--- src/rtl/ets_pkg.sv ---
`timescale 1ns / 1ps
// ----------------------------------------------------------------------------
// ets_pkg
// Shared types, token kinds, error codes and result builders for the scanner.
// ----------------------------------------------------------------------------
package ets_pkg;

  localparam int unsigned MaxLine     = 4096;
  localparam int unsigned MaxIdentLen = 15;
  localparam int unsigned PosW        = 12;
  localparam int unsigned LenW        = 13;

  typedef logic [5:0]      kind_t;
  typedef logic [3:0]      err_t;
  typedef logic [PosW-1:0] pos_t;

  localparam kind_t KIND_LPAREN = 6'd0;
  localparam kind_t KIND_RPAREN = 6'd1;
  localparam kind_t KIND_BAR    = 6'd2;
  localparam kind_t KIND_PCT    = 6'd3;
  localparam kind_t KIND_POW    = 6'd4;
  localparam kind_t KIND_STAR   = 6'd5;
  localparam kind_t KIND_PLUS   = 6'd6;
  localparam kind_t KIND_NE     = 6'd7;
  localparam kind_t KIND_BANG   = 6'd8;
  localparam kind_t KIND_COMMA  = 6'd9;
  localparam kind_t KIND_SEMI   = 6'd10;
  localparam kind_t KIND_UNDER  = 6'd11;
  localparam kind_t KIND_ARROW  = 6'd12;
  localparam kind_t KIND_MINUS  = 6'd13;
  localparam kind_t KIND_IDIV   = 6'd14;
  localparam kind_t KIND_SLASH  = 6'd15;
  localparam kind_t KIND_EQ     = 6'd16;
  localparam kind_t KIND_ASSIGN = 6'd17;
  localparam kind_t KIND_GE     = 6'd18;
  localparam kind_t KIND_GT     = 6'd19;
  localparam kind_t KIND_LE     = 6'd20;
  localparam kind_t KIND_LT     = 6'd21;
  localparam kind_t KIND_AT     = 6'd22;
  localparam kind_t KIND_DOLLAR = 6'd23;
  localparam kind_t KIND_EOL    = 6'd24;
  localparam kind_t KIND_IDENT  = 6'd25;
  localparam kind_t KIND_NUMBER = 6'd26;
  localparam kind_t KIND_AND    = 6'd27;
  localparam kind_t KIND_OR     = 6'd28;
  localparam kind_t KIND_NOT    = 6'd29;
  localparam kind_t KIND_IF     = 6'd30;
  localparam kind_t KIND_ELSE   = 6'd31;
  localparam kind_t KIND_DEF    = 6'd32;
  localparam kind_t KIND_ANS    = 6'd33;
  localparam kind_t KIND_OF     = 6'd34;
  localparam kind_t KIND_TRUE   = 6'd35;
  localparam kind_t KIND_FALSE  = 6'd36;
  localparam kind_t KIND_LET    = 6'd37;
  localparam kind_t KIND_ALIAS  = 6'd38;

  localparam err_t ERR_NONE      = 4'd0;
  localparam err_t ERR_TAB       = 4'd1;
  localparam err_t ERR_BAD_CHAR  = 4'd2;
  localparam err_t ERR_LONG_ID   = 4'd3;
  localparam err_t ERR_TWO_PT    = 4'd4;
  localparam err_t ERR_PT_IN_EXP = 4'd5;
  localparam err_t ERR_TWO_EXP   = 4'd6;
  localparam err_t ERR_TRAIL_PT  = 4'd7;
  localparam err_t ERR_EMPTY_EXP = 4'd8;
  localparam err_t ERR_LONG_LINE = 4'd9;

  typedef struct packed {
    kind_t           kind;
    pos_t            start;
    logic [LenW-1:0] len;
    err_t            err;
    pos_t            epos;
    logic            last;
  } tok_t;

  function automatic tok_t mk_tok(kind_t k, pos_t s, logic [LenW-1:0] l, logic last);
    tok_t t;
    t.kind  = k;
    t.start = s;
    t.len   = l;
    t.err   = ERR_NONE;
    t.epos  = '0;
    t.last  = last;
    return t;
  endfunction

  function automatic tok_t mk_err(err_t e, pos_t p);
    tok_t t;
    t.kind  = KIND_LPAREN;
    t.start = '0;
    t.len   = '0;
    t.err   = e;
    t.epos  = p;
    t.last  = 1'b1;
    return t;
  endfunction

endpackage

--- src/rtl/ets_if.sv ---
`timescale 1ns / 1ps
// ----------------------------------------------------------------------------
// ets_if
// Character and token channel interfaces.
// ----------------------------------------------------------------------------
interface ets_char_if;
  logic       valid;
  logic       ready;
  logic [7:0] char_byte;
  modport source (output valid, char_byte, input ready);
  modport sink (input valid, char_byte, output ready);
endinterface

interface ets_tok_if;
  logic        valid;
  logic        ready;
  logic [5:0]  token_kind;
  logic [11:0] token_start;
  logic [12:0] token_length;
  logic [3:0]  error_code;
  logic [11:0] error_position;
  logic        last_of_line;
  modport source (output valid, token_kind, token_start, token_length, error_code,
                  error_position, last_of_line, input ready);
  modport sink (input valid, token_kind, token_start, token_length, error_code,
                error_position, last_of_line, output ready);
endinterface

--- src/rtl/ets_scan.sv ---
`timescale 1ns / 1ps
// ----------------------------------------------------------------------------
// ets_scan
// Front end: classifies one character per cycle while acc_i is high, produces up to two results.
// ----------------------------------------------------------------------------
module ets_scan import ets_pkg::*; (
  input  logic       clk_i,
  input  logic       rst_ni,
  input  logic       acc_i,
  input  logic [7:0] c_i,
  output logic       push0_o,
  output logic       push1_o,
  output tok_t       res0_o,
  output tok_t       res1_o
);

  typedef enum logic [3:0] {
    M_IDLE, M_OP2, M_WORD, M_DOT, M_NUM, M_NUM_PT, M_NUM_E, M_NUM_SIGN, M_NUM_SEXP
  } mode_e;

  localparam logic [2:0] F_POINT = 3'd1;
  localparam logic [2:0] F_EXP   = 3'd2;
  localparam logic [2:0] F_SIGN  = 3'd4;

  mode_e      mode_q, mode_d;
  pos_t       pos_q, pos_d, beg_q, beg_d;
  logic [7:0] pend_q, pend_d;
  logic [4:0] wlen_q, wlen_d;
  logic [2:0] flg_q, flg_d;
  logic       skip_q, skip_d;
  logic [7:0] wch_q [5];
  logic       wc_we;
  logic [2:0] wc_idx;

  logic a_v, b_v;
  tok_t a_t, b_t;

  function automatic logic is_dig(logic [7:0] c);
    return c >= "0" && c <= "9";
  endfunction
  function automatic logic is_let(logic [7:0] c);
    return (c >= "A" && c <= "Z") || (c >= "a" && c <= "z");
  endfunction

  function automatic kind_t word_kind(logic [4:0] n, logic [7:0] w0, logic [7:0] w1,
                                      logic [7:0] w2, logic [7:0] w3, logic [7:0] w4);
    kind_t k;
    k = KIND_IDENT;
    unique case (n)
      5'd2: begin
        if      (w0 == "o" && w1 == "r") k = KIND_OR;
        else if (w0 == "i" && w1 == "f") k = KIND_IF;
        else if (w0 == "o" && w1 == "f") k = KIND_OF;
        else if (w0 == "i" && w1 == "s") k = KIND_EQ;
        else if (w0 == "b" && w1 == "e") k = KIND_ASSIGN;
        else if (w0 == "a" && w1 == "s") k = KIND_ARROW;
      end
      5'd3: begin
        if      (w0 == "a" && w1 == "n" && w2 == "d") k = KIND_AND;
        else if (w0 == "n" && w1 == "o" && w2 == "t") k = KIND_NOT;
        else if (w0 == "d" && w1 == "e" && w2 == "f") k = KIND_DEF;
        else if (w0 == "a" && w1 == "n" && w2 == "s") k = KIND_ANS;
        else if (w0 == "l" && w1 == "e" && w2 == "t") k = KIND_LET;
      end
      5'd4: begin
        if      (w0 == "e" && w1 == "l" && w2 == "s" && w3 == "e") k = KIND_ELSE;
        else if (w0 == "t" && w1 == "r" && w2 == "u" && w3 == "e") k = KIND_TRUE;
      end
      5'd5: begin
        if (w0 == "f" && w1 == "a" && w2 == "l" && w3 == "s" && w4 == "e") k = KIND_FALSE;
        else if (w0 == "a" && w1 == "l" && w2 == "i" && w3 == "a" && w4 == "s")
          k = KIND_ALIAS;
      end
      default: k = KIND_IDENT;
    endcase
    return k;
  endfunction

  always_comb begin
    logic       rescan, failed;
    logic [4:0] wn;
    kind_t      one, pair, sk;
    logic       pair_v, sk_v;
    err_t       fe;
    pos_t       fp;
    logic [LenW-1:0] span;

    mode_d = mode_q; pos_d = pos_q; beg_d = beg_q; pend_d = pend_q;
    wlen_d = wlen_q; flg_d = flg_q; skip_d = skip_q;
    wc_we = 1'b0; wc_idx = wlen_q[2:0];
    a_v = 1'b0; b_v = 1'b0; a_t = mk_err(ERR_NONE, '0); b_t = a_t;
    rescan = 1'b0; failed = 1'b0; fe = ERR_NONE; fp = pos_q;
    one = KIND_LT; pair = KIND_LE; pair_v = 1'b0; sk = KIND_LPAREN; sk_v = 1'b0;
    wn = wlen_q + 5'd1;
    span = {1'b0, pos_q - beg_q};

    if (skip_q) begin
      if (c_i == 8'd0) begin
        pos_d = '0; mode_d = M_IDLE; beg_d = '0; pend_d = '0;
        wlen_d = '0; flg_d = '0; skip_d = 1'b0;
      end
    end else if (c_i != 8'd0 && pos_q == pos_t'(MaxLine - 1)) begin
      failed = 1'b1; fe = ERR_LONG_LINE; fp = pos_q;
    end else begin
      unique case (mode_q)
        M_OP2: begin
          unique case (pend_q)
            "*":     begin one = KIND_STAR;   pair = KIND_POW;   pair_v = c_i == "*"; end
            "!":     begin one = KIND_BANG;   pair = KIND_NE;    pair_v = c_i == "="; end
            "-":     begin one = KIND_MINUS;  pair = KIND_ARROW; pair_v = c_i == ">"; end
            "/":     begin one = KIND_SLASH;  pair = KIND_IDIV;  pair_v = c_i == "/"; end
            "=":     begin one = KIND_ASSIGN; pair = KIND_EQ;    pair_v = c_i == "="; end
            ">":     begin one = KIND_GT;     pair = KIND_GE;    pair_v = c_i == "="; end
            default: begin one = KIND_LT;     pair = KIND_LE;    pair_v = c_i == "="; end
          endcase
          mode_d = M_IDLE;
          a_v = 1'b1;
          if (pair_v) begin
            a_t = mk_tok(pair, beg_q, LenW'(2), 1'b0);
            pos_d = pos_q + 1'b1;
          end else begin
            a_t = mk_tok(one, beg_q, LenW'(1), 1'b0);
            rescan = 1'b1;
          end
        end
        M_WORD: begin
          if (is_let(c_i) || is_dig(c_i) || c_i == "_") begin
            wc_we = wlen_q < 5'd5;
            wlen_d = wn;
            if (wn > 5'(MaxIdentLen)) begin
              failed = 1'b1; fe = ERR_LONG_ID; fp = beg_q;
            end else pos_d = pos_q + 1'b1;
          end else begin
            a_v = 1'b1;
            a_t = mk_tok(word_kind(wlen_q, wch_q[0], wch_q[1], wch_q[2], wch_q[3], wch_q[4]),
                         beg_q, span, 1'b0);
            mode_d = M_IDLE; rescan = 1'b1;
          end
        end
        M_DOT: begin
          if (is_dig(c_i)) begin
            mode_d = M_NUM; flg_d = '0; pos_d = pos_q + 1'b1;
          end else begin
            failed = 1'b1; fe = ERR_BAD_CHAR; fp = pos_q - 1'b1;
          end
        end
        M_NUM, M_NUM_PT, M_NUM_E: begin
          if (is_dig(c_i)) begin
            mode_d = M_NUM; pos_d = pos_q + 1'b1;
          end else if (c_i == ".") begin
            if ((flg_q & F_POINT) != 3'd0) begin
              failed = 1'b1; fe = ERR_TWO_PT; fp = pos_q;
            end else if ((flg_q & F_EXP) != 3'd0) begin
              failed = 1'b1; fe = ERR_PT_IN_EXP; fp = pos_q;
            end else begin
              flg_d = flg_q | F_POINT; mode_d = M_NUM_PT; pos_d = pos_q + 1'b1;
            end
          end else if (c_i == "e" || c_i == "E") begin
            if ((flg_q & F_EXP) != 3'd0) begin
              failed = 1'b1; fe = ERR_TWO_EXP; fp = pos_q;
            end else begin
              flg_d = flg_q | F_EXP; mode_d = M_NUM_E; pos_d = pos_q + 1'b1;
            end
          end else if (mode_q == M_NUM_PT) begin
            failed = 1'b1; fe = ERR_TRAIL_PT; fp = pos_q - 1'b1;
          end else if (mode_q == M_NUM_E) begin
            if (c_i == "+" || c_i == "-") begin
              flg_d = flg_q | F_SIGN; mode_d = M_NUM_SIGN; pos_d = pos_q + 1'b1;
            end else begin
              failed = 1'b1; fe = ERR_EMPTY_EXP; fp = pos_q - 1'b1;
            end
          end else begin
            a_v = 1'b1; a_t = mk_tok(KIND_NUMBER, beg_q, span, 1'b0);
            mode_d = M_IDLE; rescan = 1'b1;
          end
        end
        M_NUM_SIGN: begin
          if (is_dig(c_i)) begin
            mode_d = M_NUM_SEXP; pos_d = pos_q + 1'b1;
          end else begin
            failed = 1'b1; fe = ERR_EMPTY_EXP; fp = pos_q - 2'd2;
          end
        end
        M_NUM_SEXP: begin
          if (is_dig(c_i)) pos_d = pos_q + 1'b1;
          else begin
            a_v = 1'b1; a_t = mk_tok(KIND_NUMBER, beg_q, span, 1'b0);
            mode_d = M_IDLE; rescan = 1'b1;
          end
        end
        default: begin
          mode_d = M_IDLE; rescan = 1'b1;
        end
      endcase

      if (rescan) begin
        sk_v = 1'b1;
        unique case (c_i)
          "(": sk = KIND_LPAREN;
          ")": sk = KIND_RPAREN;
          "|": sk = KIND_BAR;
          "%": sk = KIND_PCT;
          "^": sk = KIND_POW;
          "+": sk = KIND_PLUS;
          ",": sk = KIND_COMMA;
          ";": sk = KIND_SEMI;
          "_": sk = KIND_UNDER;
          "@": sk = KIND_AT;
          "$": sk = KIND_DOLLAR;
          default: sk_v = 1'b0;
        endcase
        pos_d = pos_q + 1'b1;
        if (c_i == 8'd0) begin
          b_v = 1'b1; b_t = mk_tok(KIND_EOL, pos_q, '0, 1'b1);
          pos_d = '0; mode_d = M_IDLE; beg_d = '0; pend_d = '0;
          wlen_d = '0; flg_d = '0; skip_d = 1'b0;
        end else if (sk_v) begin
          b_v = 1'b1; b_t = mk_tok(sk, pos_q, LenW'(1), 1'b0);
        end else if (c_i == "*" || c_i == "!" || c_i == "-" || c_i == "/" ||
                     c_i == "=" || c_i == ">" || c_i == "<") begin
          mode_d = M_OP2; pend_d = c_i; beg_d = pos_q;
        end else if (c_i == " ") begin
          pos_d = pos_q + 1'b1;
        end else if (c_i == "\t") begin
          failed = 1'b1; fe = ERR_TAB; fp = pos_q;
        end else if (is_let(c_i)) begin
          mode_d = M_WORD; beg_d = pos_q; wc_we = 1'b1; wc_idx = '0; wlen_d = 5'd1;
        end else if (is_dig(c_i)) begin
          mode_d = M_NUM; beg_d = pos_q; flg_d = '0;
        end else if (c_i == ".") begin
          mode_d = M_DOT; beg_d = pos_q; flg_d = '0;
        end else begin
          failed = 1'b1; fe = ERR_BAD_CHAR; fp = pos_q;
        end
      end

      if (failed) begin
        pos_d = pos_q;
        if (rescan) begin
          b_v = 1'b1; b_t = mk_err(fe, fp);
        end else begin
          a_v = 1'b1; a_t = mk_err(fe, fp);
        end
        if (c_i == 8'd0) begin
          pos_d = '0; mode_d = M_IDLE; beg_d = '0; pend_d = '0;
          wlen_d = '0; flg_d = '0; skip_d = 1'b0;
        end else begin
          skip_d = 1'b1; mode_d = M_IDLE;
        end
      end
    end
  end

  assign push0_o = acc_i && (a_v || b_v);
  assign push1_o = acc_i && a_v && b_v;
  assign res0_o  = a_v ? a_t : b_t;
  assign res1_o  = b_t;

  always_ff @(posedge clk_i or negedge rst_ni) begin
    if (!rst_ni) begin
      mode_q <= M_IDLE;
      pos_q  <= '0;
      beg_q  <= '0;
      pend_q <= '0;
      wlen_q <= '0;
      flg_q  <= '0;
      skip_q <= 1'b0;
    end else if (acc_i) begin
      mode_q <= mode_d;
      pos_q  <= pos_d;
      beg_q  <= beg_d;
      pend_q <= pend_d;
      wlen_q <= wlen_d;
      flg_q  <= flg_d;
      skip_q <= skip_d;
    end
  end

  always_ff @(posedge clk_i) begin
    if (acc_i && wc_we) wch_q[wc_idx] <= c_i;
  end

endmodule

--- src/rtl/ets_fifo.sv ---
`timescale 1ns / 1ps
// ----------------------------------------------------------------------------
// ets_fifo
// Result queue: two writes, one read per cycle, four entries.
// ----------------------------------------------------------------------------
module ets_fifo import ets_pkg::*; (
  input  logic clk_i,
  input  logic rst_ni,
  input  logic push0_i,
  input  logic push1_i,
  input  tok_t din0_i,
  input  tok_t din1_i,
  output logic room2_o,
  output logic valid_o,
  input  logic pop_i,
  output tok_t dout_o
);

  tok_t       mem_q [4];
  logic [1:0] wp_q, rp_q;
  logic [2:0] cnt_q;
  logic [1:0] wp1;

  assign wp1      = wp_q + 2'd1;
  assign room2_o  = cnt_q <= 3'd2;
  assign valid_o  = cnt_q != 3'd0;
  assign dout_o   = mem_q[rp_q];

  always_ff @(posedge clk_i) begin
    if (push0_i) mem_q[wp_q] <= din0_i;
    if (push1_i) mem_q[wp1]  <= din1_i;
  end

  always_ff @(posedge clk_i or negedge rst_ni) begin
    if (!rst_ni) begin
      wp_q  <= '0;
      rp_q  <= '0;
      cnt_q <= '0;
    end else begin
      wp_q  <= wp_q + {1'b0, push0_i} + {1'b0, push1_i};
      rp_q  <= rp_q + {1'b0, pop_i};
      cnt_q <= cnt_q + {2'b0, push0_i} + {2'b0, push1_i} - {2'b0, pop_i};
    end
  end

endmodule

--- src/rtl/expression_token_scanner.sv ---
`timescale 1ns / 1ps
// ----------------------------------------------------------------------------
// expression_token_scanner
// Character stream to expression tokens with line-level error reporting.
// ----------------------------------------------------------------------------
//  port    | dir | transfer
//  char_i  | in  | one source byte, 0 ends the line
//  tok_o   | out | one token or error result
//
// One byte per cycle; each byte resolves in the cycle it is taken and queues
// up to two results in a four-entry queue drained one per cycle while tok_o is ready.
// Input stalls only when the queue has fewer than two free entries.
// Reset clears the scan state and empties the queue.
module expression_token_scanner import ets_pkg::*; (
  input logic      clk_i,
  input logic      rst_ni,
  ets_char_if.sink char_i,
  ets_tok_if.source tok_o
);

  logic acc, push0, push1, room2, fvalid;
  tok_t res0, res1, head;

  assign char_i.ready = room2;
  assign acc          = char_i.valid && room2;

  ets_scan u_scan (
    .clk_i, .rst_ni, .acc_i(acc), .c_i(char_i.char_byte),
    .push0_o(push0), .push1_o(push1), .res0_o(res0), .res1_o(res1)
  );

  ets_fifo u_fifo (
    .clk_i, .rst_ni, .push0_i(push0), .push1_i(push1), .din0_i(res0), .din1_i(res1),
    .room2_o(room2), .valid_o(fvalid), .pop_i(fvalid && tok_o.ready), .dout_o(head)
  );

  assign tok_o.valid          = fvalid;
  assign tok_o.token_kind     = head.kind;
  assign tok_o.token_start    = head.start;
  assign tok_o.token_length   = head.len;
  assign tok_o.error_code     = head.err;
  assign tok_o.error_position = head.epos;
  assign tok_o.last_of_line   = head.last;

endmodule

--- src/flat_wrapper.sv ---
// flat-port wrapper written by rule: the top's interface ports become plain ports
module expression_token_scanner_flat import ets_pkg::*;
  (clk_i, rst_ni, char_i_valid, char_i_char_byte, char_i_ready, tok_o_valid, tok_o_token_kind, tok_o_token_start, tok_o_token_length, tok_o_error_code, tok_o_error_position, tok_o_last_of_line, tok_o_ready);
  ets_char_if char_i_i ();
  ets_tok_if tok_o_i ();
  input logic clk_i;
  input logic rst_ni;
  input wire logic [$bits(char_i_i.valid)-1:0] char_i_valid;
  input wire logic [$bits(char_i_i.char_byte)-1:0] char_i_char_byte;
  output wire logic [$bits(char_i_i.ready)-1:0] char_i_ready;
  output wire logic [$bits(tok_o_i.valid)-1:0] tok_o_valid;
  output wire logic [$bits(tok_o_i.token_kind)-1:0] tok_o_token_kind;
  output wire logic [$bits(tok_o_i.token_start)-1:0] tok_o_token_start;
  output wire logic [$bits(tok_o_i.token_length)-1:0] tok_o_token_length;
  output wire logic [$bits(tok_o_i.error_code)-1:0] tok_o_error_code;
  output wire logic [$bits(tok_o_i.error_position)-1:0] tok_o_error_position;
  output wire logic [$bits(tok_o_i.last_of_line)-1:0] tok_o_last_of_line;
  input wire logic [$bits(tok_o_i.ready)-1:0] tok_o_ready;
  assign char_i_i.valid = char_i_valid;
  assign char_i_i.char_byte = char_i_char_byte;
  assign char_i_ready = char_i_i.ready;
  assign tok_o_valid = tok_o_i.valid;
  assign tok_o_token_kind = tok_o_i.token_kind;
  assign tok_o_token_start = tok_o_i.token_start;
  assign tok_o_token_length = tok_o_i.token_length;
  assign tok_o_error_code = tok_o_i.error_code;
  assign tok_o_error_position = tok_o_i.error_position;
  assign tok_o_last_of_line = tok_o_i.last_of_line;
  assign tok_o_i.ready = tok_o_ready;
  expression_token_scanner u_core (.clk_i(clk_i), .rst_ni(rst_ni), .char_i(char_i_i), .tok_o(tok_o_i));
endmodule
--- config.mk ---
export PLATFORM = sky130hd
export DESIGN_NAME = expression_token_scanner_flat
export DESIGN_NICKNAME = d
export VERILOG_FILES = /design/src/rtl/ets_pkg.sv /design/src/rtl/ets_if.sv /design/src/rtl/ets_scan.sv /design/src/rtl/ets_fifo.sv /design/src/rtl/expression_token_scanner.sv /design/src/flat_wrapper.sv
export SDC_FILE = /design/constraint.sdc
export NUM_CORES = 1
export LEC_CHECK = 0
export BUFFER_PORTS_ARGS = -buffer_cell sky130_fd_sc_hd__buf_4
export CORE_MARGIN = 3
export CORE_UTILIZATION = 51
export CTS_CLUSTER_DIAMETER = 120
export DETAILED_ROUTE_END_ITERATION = 10
export GPL_TIMING_DRIVEN = 0
export PLACE_DENSITY_LB_ADDON = 0.2
export SETUP_SLACK_MARGIN = 0.2
export SYNTH_ARGS = -nofsm -noshare
export SYNTH_HDL_FRONTEND = slang
export SYNTH_SLANG_ARGS = --single-unit
--- constraint.sdc ---
create_clock -name clk_i -period 9.5 [get_ports clk_i]
set_input_delay 1.425 -clock clk_i [delete_from_list [all_inputs] [get_ports clk_i]]
set_output_delay 1.425 -clock clk_i [all_outputs]
set_load 0.1 [all_outputs]
After elaboration in Yosys (flattened, before gate mapping)
Memories as Yosys holds them, arrays and structs flattened.
Index checks and enable logic that the tools add are counted.
Widths: inputs -> output; s select.
- flip-flop bits (word level): 52
- output and inout bits: 50
- bits in read-only memories: 0
- memory bits (writable): 232
- word-level logic and storage cells: 449
- memories kept: 2
- latch bits: 0
- bits of input ports: 12
- div/mod/pow operators: 0
- reduce and logical (&&, ||, !) cells: 61
- $mul: 0
- add/sub/neg operators: 12
- order comparisons: 9
- multiplexer cells: 273
- bitwise operators: 0
- equality and inequality tests: 82
- shifts and indexed selects: 0
- memories (name ; depth ; width ; read ports ; clocked after Yosys merged registers in ; wr ports ; line ; RTL):
    u_core.u_fifo.mem_q ; 4 ; 48 ; 1 ; 0 ; 2 ; ets_fifo.sv:19 ; tok_t mem_q [4];
    u_core.u_scan.wch_q ; 5 ; 8 ; 5 ; 0 ; 1 ; ets_scan.sv:31 ; logic [7:0] wch_q [5];
- operators with widths (operator ; number):
    $mux 48 ; 14
    $mux 12 ; 51
    $eq 8x7->1 const B ; 36
    $mux 47 ; 6
    $pmux 48 s4 ; 1
    $eq 8x6->1 const B ; 22
    $mux 4 ; 42
    $mux 3 ; 33
    $pmux 12 s4 ; 2
    $mux 5 ; 17
    $mux 6 ; 12
    $mux 8 ; 9
    $mux 1 ; 70
    $pmux 5 s6 ; 2
    $pmux 5 s10 ; 1
    $logic_and 1x1->1 ; 39
    $ne 8x8->1 const B ; 3
    $pmux 6 s4 ; 1
    $pmux 4 s5 ; 1
    $eq 4x3->1 const B ; 4
    $ge 8x7->1 const B ; 2
    $le 8x7->1 const B ; 2
    $pmux 4 s4 ; 1
    $ne 5x5->1 const B ; 3
    other kinds (40) ; 63

Depth between registers and ports, before layout
- depth after elaboration: 28
- depth in mapped cells: 14
- gate-level depth less buffers: 14

Modules after synthesis
Synthesis repeated with hierarchy kept, for this count alone.
- cell total of the unflattened synthesis: 1475
- area total of the unflattened synthesis: 17345.4 µm²
- modules (own cells, without submodules) (module ; cells each ; sequential area each (µm²) ; area an instance (µm²) ; instances):
    ets_fifo ; 498 ; 5940.7 ; 9587.9 ; 1
    ets_scan ; 975 ; 2302.2 ; 7744.9 ; 1
    expression_token_scanner ; 2 ; 0.0 ; 12.5 ; 1

Worst setup path after synthesis
No wires, ideal clock.
- kind: input port to flip-flop
- start point: in char_i_char_byte[5]
- end point: mem u_core.u_fifo.mem_q[3][0] (netlist name) (enable)
- slack: 4.524 ns
- stages: 10
- required time: 9.110 ns
- arrival: 4.587 ns
- path through: buf_2 > or4_4 > or3_1 > a311oi_1 > nor3b_2 > o211ai_1 > a21oi_1 > nor2_1 > buf_2 > inv_1
- RTL lines (what ; line ; RTL):
    start: declaration ; flat_wrapper.sv:9 ; input wire logic [$bits(char_i_i.char_byte)-1:0] char_i_char_byte;
    end: declaration ; ets_fifo.sv:19 ;

==> impl_metrics.toml <==
[run_status]
status = "finished with violations"
violations = "capacitance limit, slew limit"

[die]
rows = 64
die_y_um = 183
start_util_pct = 51.9
die_w_um = 183
coreArea_um2 = 30700
die-area_um2 = 33500
io_pins = 62

[cells_and_area]
finalNetCount = 1614
regArea_um2 = 7640
final_area_um2 = 17800
multi_input_area_um2 = 7710
drive_above_1_share_pct = 14.7
area_growth_pct = 11.8
fillers = 2578
n_antenna_cell = 0
finalCoreUtilization_pct = 58.0

[synthesis]
syn-cell-area_um2 = 16000
ys_types = 98
ys.flop_type = "edfxtp_1"
syn_avg_cell_area_um2 = 10.8
synth_top_area_cell = "edfxtp_1"
synthArstFlopShare_pct = 18.3
yosysSeqAreaShare_pct = 47.9
syn_inst = 1483
ys_top_cells_by_area = "edfxtp_1, dfrtp_1, mux4_2"
synth-seq-cells = 279
ys_warn_count = 0
netlist.area_leader.share_pct = 33.9
synth.net_count = 1522
synth-edff-count = 180

[worst_setup_path]
reg2reg_from = "u_core.u_scan.pos_q[1]"
crit_family = "compound AO/OA/AOI/OAI gates"
slowest_delay_ns = 1.15
path_cells = "buf_4, buf_2, or4_4, or3_1, a311oi_1, nor3b_2, o211ai_1, a21oi_1, nor2_1, buf_2, inv_2"
crit_buf_inv = 4
cp.required_ns = 9.68
cp.arrival_ns = 6.08
r2r_cells = 11
timing.rr.end = "u_core.u_fifo.mem_q[3][2]"
critPathKind = "primary input to flop"
crit_path_top_delay_cell = "a311oi_1"
path_common_cell = "buf_2"
cp-end-kind = "flop"
ff2ff_setup_slack_ns = 4.18
setup.worst_path.start_class = "primary input"
cp.depth = 11
cp_max_fo = 35

[drt]
avgViaCountPerCell = 6.99
drtPass1Iterations = 7
drt_iter0_markers = 2112
drc_errors = 0
wire_per_inst_um = 26.0
ant_nets = 0
wirelength_um = 51800
vias = 13900

[flow_run]
drv_cap = 1

[clocking]
clk_latency_ns = 0.58
clockBufferDepth = 3
root_buffer = "clkbuf_16"
clk_pin_slew_ns = 0.06
ctsHoldBuffers = 0
htree_levels = 1
cts_setup_buffers = 0
cts_tree = "built"
cts_sinks = 279
cts_made_buffers = 29
post_cts_resized = 0

[hold_path]
hold_class = "flop to flop"
min_from = "u_core.u_fifo.mem_q[3][21]"
holdPathStages = 1
hold-path-endpoint = "u_core.u_fifo.mem_q[3][21]"

[grt]
grt.total_usage_pct = 30.4
antenna_found_initial = 0
grt_pass1_vias = 13100
grt_start_max_net_pins = 52
overflow = 0
grt_pass1_wl_um = 78900

[timing]
fin_skew_ns = 0.0232
drv_slew = 1
tns_ns = 0
fin_ws_ns = 3.60
tightest_slew_ns = 1.49
max_freq_mhz = 170
period_needed_ns = 5.90
hold_violations = 0
rsz0062_at_grt = "false"
setup_viol = 0
holdWs_ns = 0.457
max-slew-margin-rel_pct = -0.0814
fin_crit_sh_pct = 62.1

[place]
dpl_cell_area_um2 = 16900
place_congestion = 1.04
hpwl_um = 37100
pre_cts_slack_ns = 3.23
portBuffers = 60

[power_and_ir_drop]
p_leak_nw = 5.80
p_per_area_nw_per_um2 = 231
peakVddDrop_mv = 0.255
## state kept, by name, indices dropped and copies added, names as in the netlist
register	cells
u_core.u_scan.wlen_q	5
u_core.u_scan.flg_q	2
u_core.u_scan.beg_q	12
u_core.u_fifo.rp_q	2
u_core.u_scan.wch_q	40
u_core.u_scan.skip_q	1
u_core.u_fifo.mem_q	188
u_core.u_scan.pos_q	12
u_core.u_fifo.cnt_q	3
u_core.u_scan.pend_q	8
u_core.u_scan.mode_q	4
u_core.u_fifo.wp_q	2
## worst max-delay path by stage
stage / start / to / slack [ns]
global placement: char_i_char_byte[6] / u_core.u_fifo.mem_q[3][44] / 2.71
CTS: char_i_char_byte[5] / u_core.u_fifo.mem_q[3][14] / 3.81
detailed placement: char_i_char_byte[5] / u_core.u_fifo.mem_q[3][44] / 3.23
floorplan: char_i_char_byte[5] / u_core.u_fifo.mem_q[3][0] / 4.52
finish: char_i_char_byte[5] / u_core.u_fifo.mem_q[3][2] / 3.60
global route: char_i_char_byte[6] / u_core.u_fifo.mem_q[3][2] / 3.52
## synthesized netlist by cell type (16+ instances only)
cell type,count
edfxtp_1,180
nand2_1,126
o22ai_1,122
nor2_1,88
clkbuf_1,67
a21oi_1,62
o21ai_0,60
dfrtp_1,51
dfxtp_1,48
mux4_2,47
nor3_1,42
o2bb2ai_1,40
inv_1,38
a22o_1,34
nand3_1,33
buf_2,32
ha_1,23
a31oi_1,20
nand4_1,19
xnor2_1,16
## worst reg2reg max path, cell delays in order (launching register included)
cell      delay [ns]
dfrtp_1         0.59
ha_1            0.33
and3_1          0.21
and3_1          0.19
clkbuf_1        0.18
a311oi_1        1.20
nor3b_2         0.45
o211ai_1        0.13
a21oi_1         0.45
nor2_1          0.20
buf_2           0.30
inv_2           0.66
## per-layer routing
| metal | track usage, % | part of all wire [%] | routed length [um] |
|---|---|---|---|
| met1 | 44.9 | 41 | 21400 |
| met2 | 44.5 | 43 | 22400 |
| met3 | 7.08 | 12 | 6180 |
| met4 | 10.6 | 3.7 | 1900 |
| met5 | 0 | 0 | 0 |
## report_power, final
group | internal [mW] | switching, mW | total [mW]
combinational | 0.444 | 1.20 | 1.64
clock | 0.643 | 0.482 | 1.13
sequential | 1.31 | 0.0357 | 1.35
total | 2.40 | 1.72 | 4.12
## per-stage QoR
step,total power [mW],std cells
after floorplan,2.63,1483
after global placement,2.99,1939
after detailed placement,3.00,1939
after CTS,4.11,1993
after global routing,4.26,1994
final,4.12,1994
## placed cells by master, fill, tap and decap left out, types with 9 or more instances in the layout
cell type,count
and3_1,11
edfxtp_1,180
nor3b_1,10
nor4bb_1,12
clkbuf_16,29
ha_1,23
inv_1,34
dfrtp_1,51
buf_4,62
a21oi_1,62
nor2_1,88
or2_2,9
o2bb2ai_1,40
o32ai_1,11
nor4b_1,13
a21o_1,11
nand3b_1,9
o31ai_1,12
nand4_1,19
nor4_1,13
nand4b_1,12
buf_2,32
mux4_2,47
o211ai_1,14
and2_1,15
o22ai_1,122
dfxtp_1,48
clkbuf_1,77
nor2b_1,14
nand3_1,33
xnor2_1,16
o21ai_0,60
nor3_1,42
nand2_1,126
a31oi_1,20
a22o_1,34
or3_1,15
a22oi_1,11
## cell type report
cell class | instances | share of cell area [%]
Tap cell | 396 | 2.78
Buffer | 110 | 2.62
Inverter | 38 | 0.799
Clock buffer | 42 | 4.51
Multi-Input combinational cell | 1056 | 43.2
Timing Repair Buffer | 61 | 2.57
Sequential cell | 279 | 42.8
Clock inverter | 12 | 0.708
## kinds of logic after synthesis
| kind of cell | count (synthesis) | synth area share [%] |
|---|---|---|
| and+or+nand+nor | 488 | 17.1 |
| DFF | 279 | 47.9 |
| muxes | 49 | 6.79 |
| AOI/OAI and AO/OA | 467 | 20.8 |
| adders and majority gates | 27 | 2.30 |
| buffers and inverters | 148 | 3.82 |
| xor gates and xnor gates | 24 | 1.32 |
| other | 1 | 0.0235 |
(Power assumes the default switching activity.)
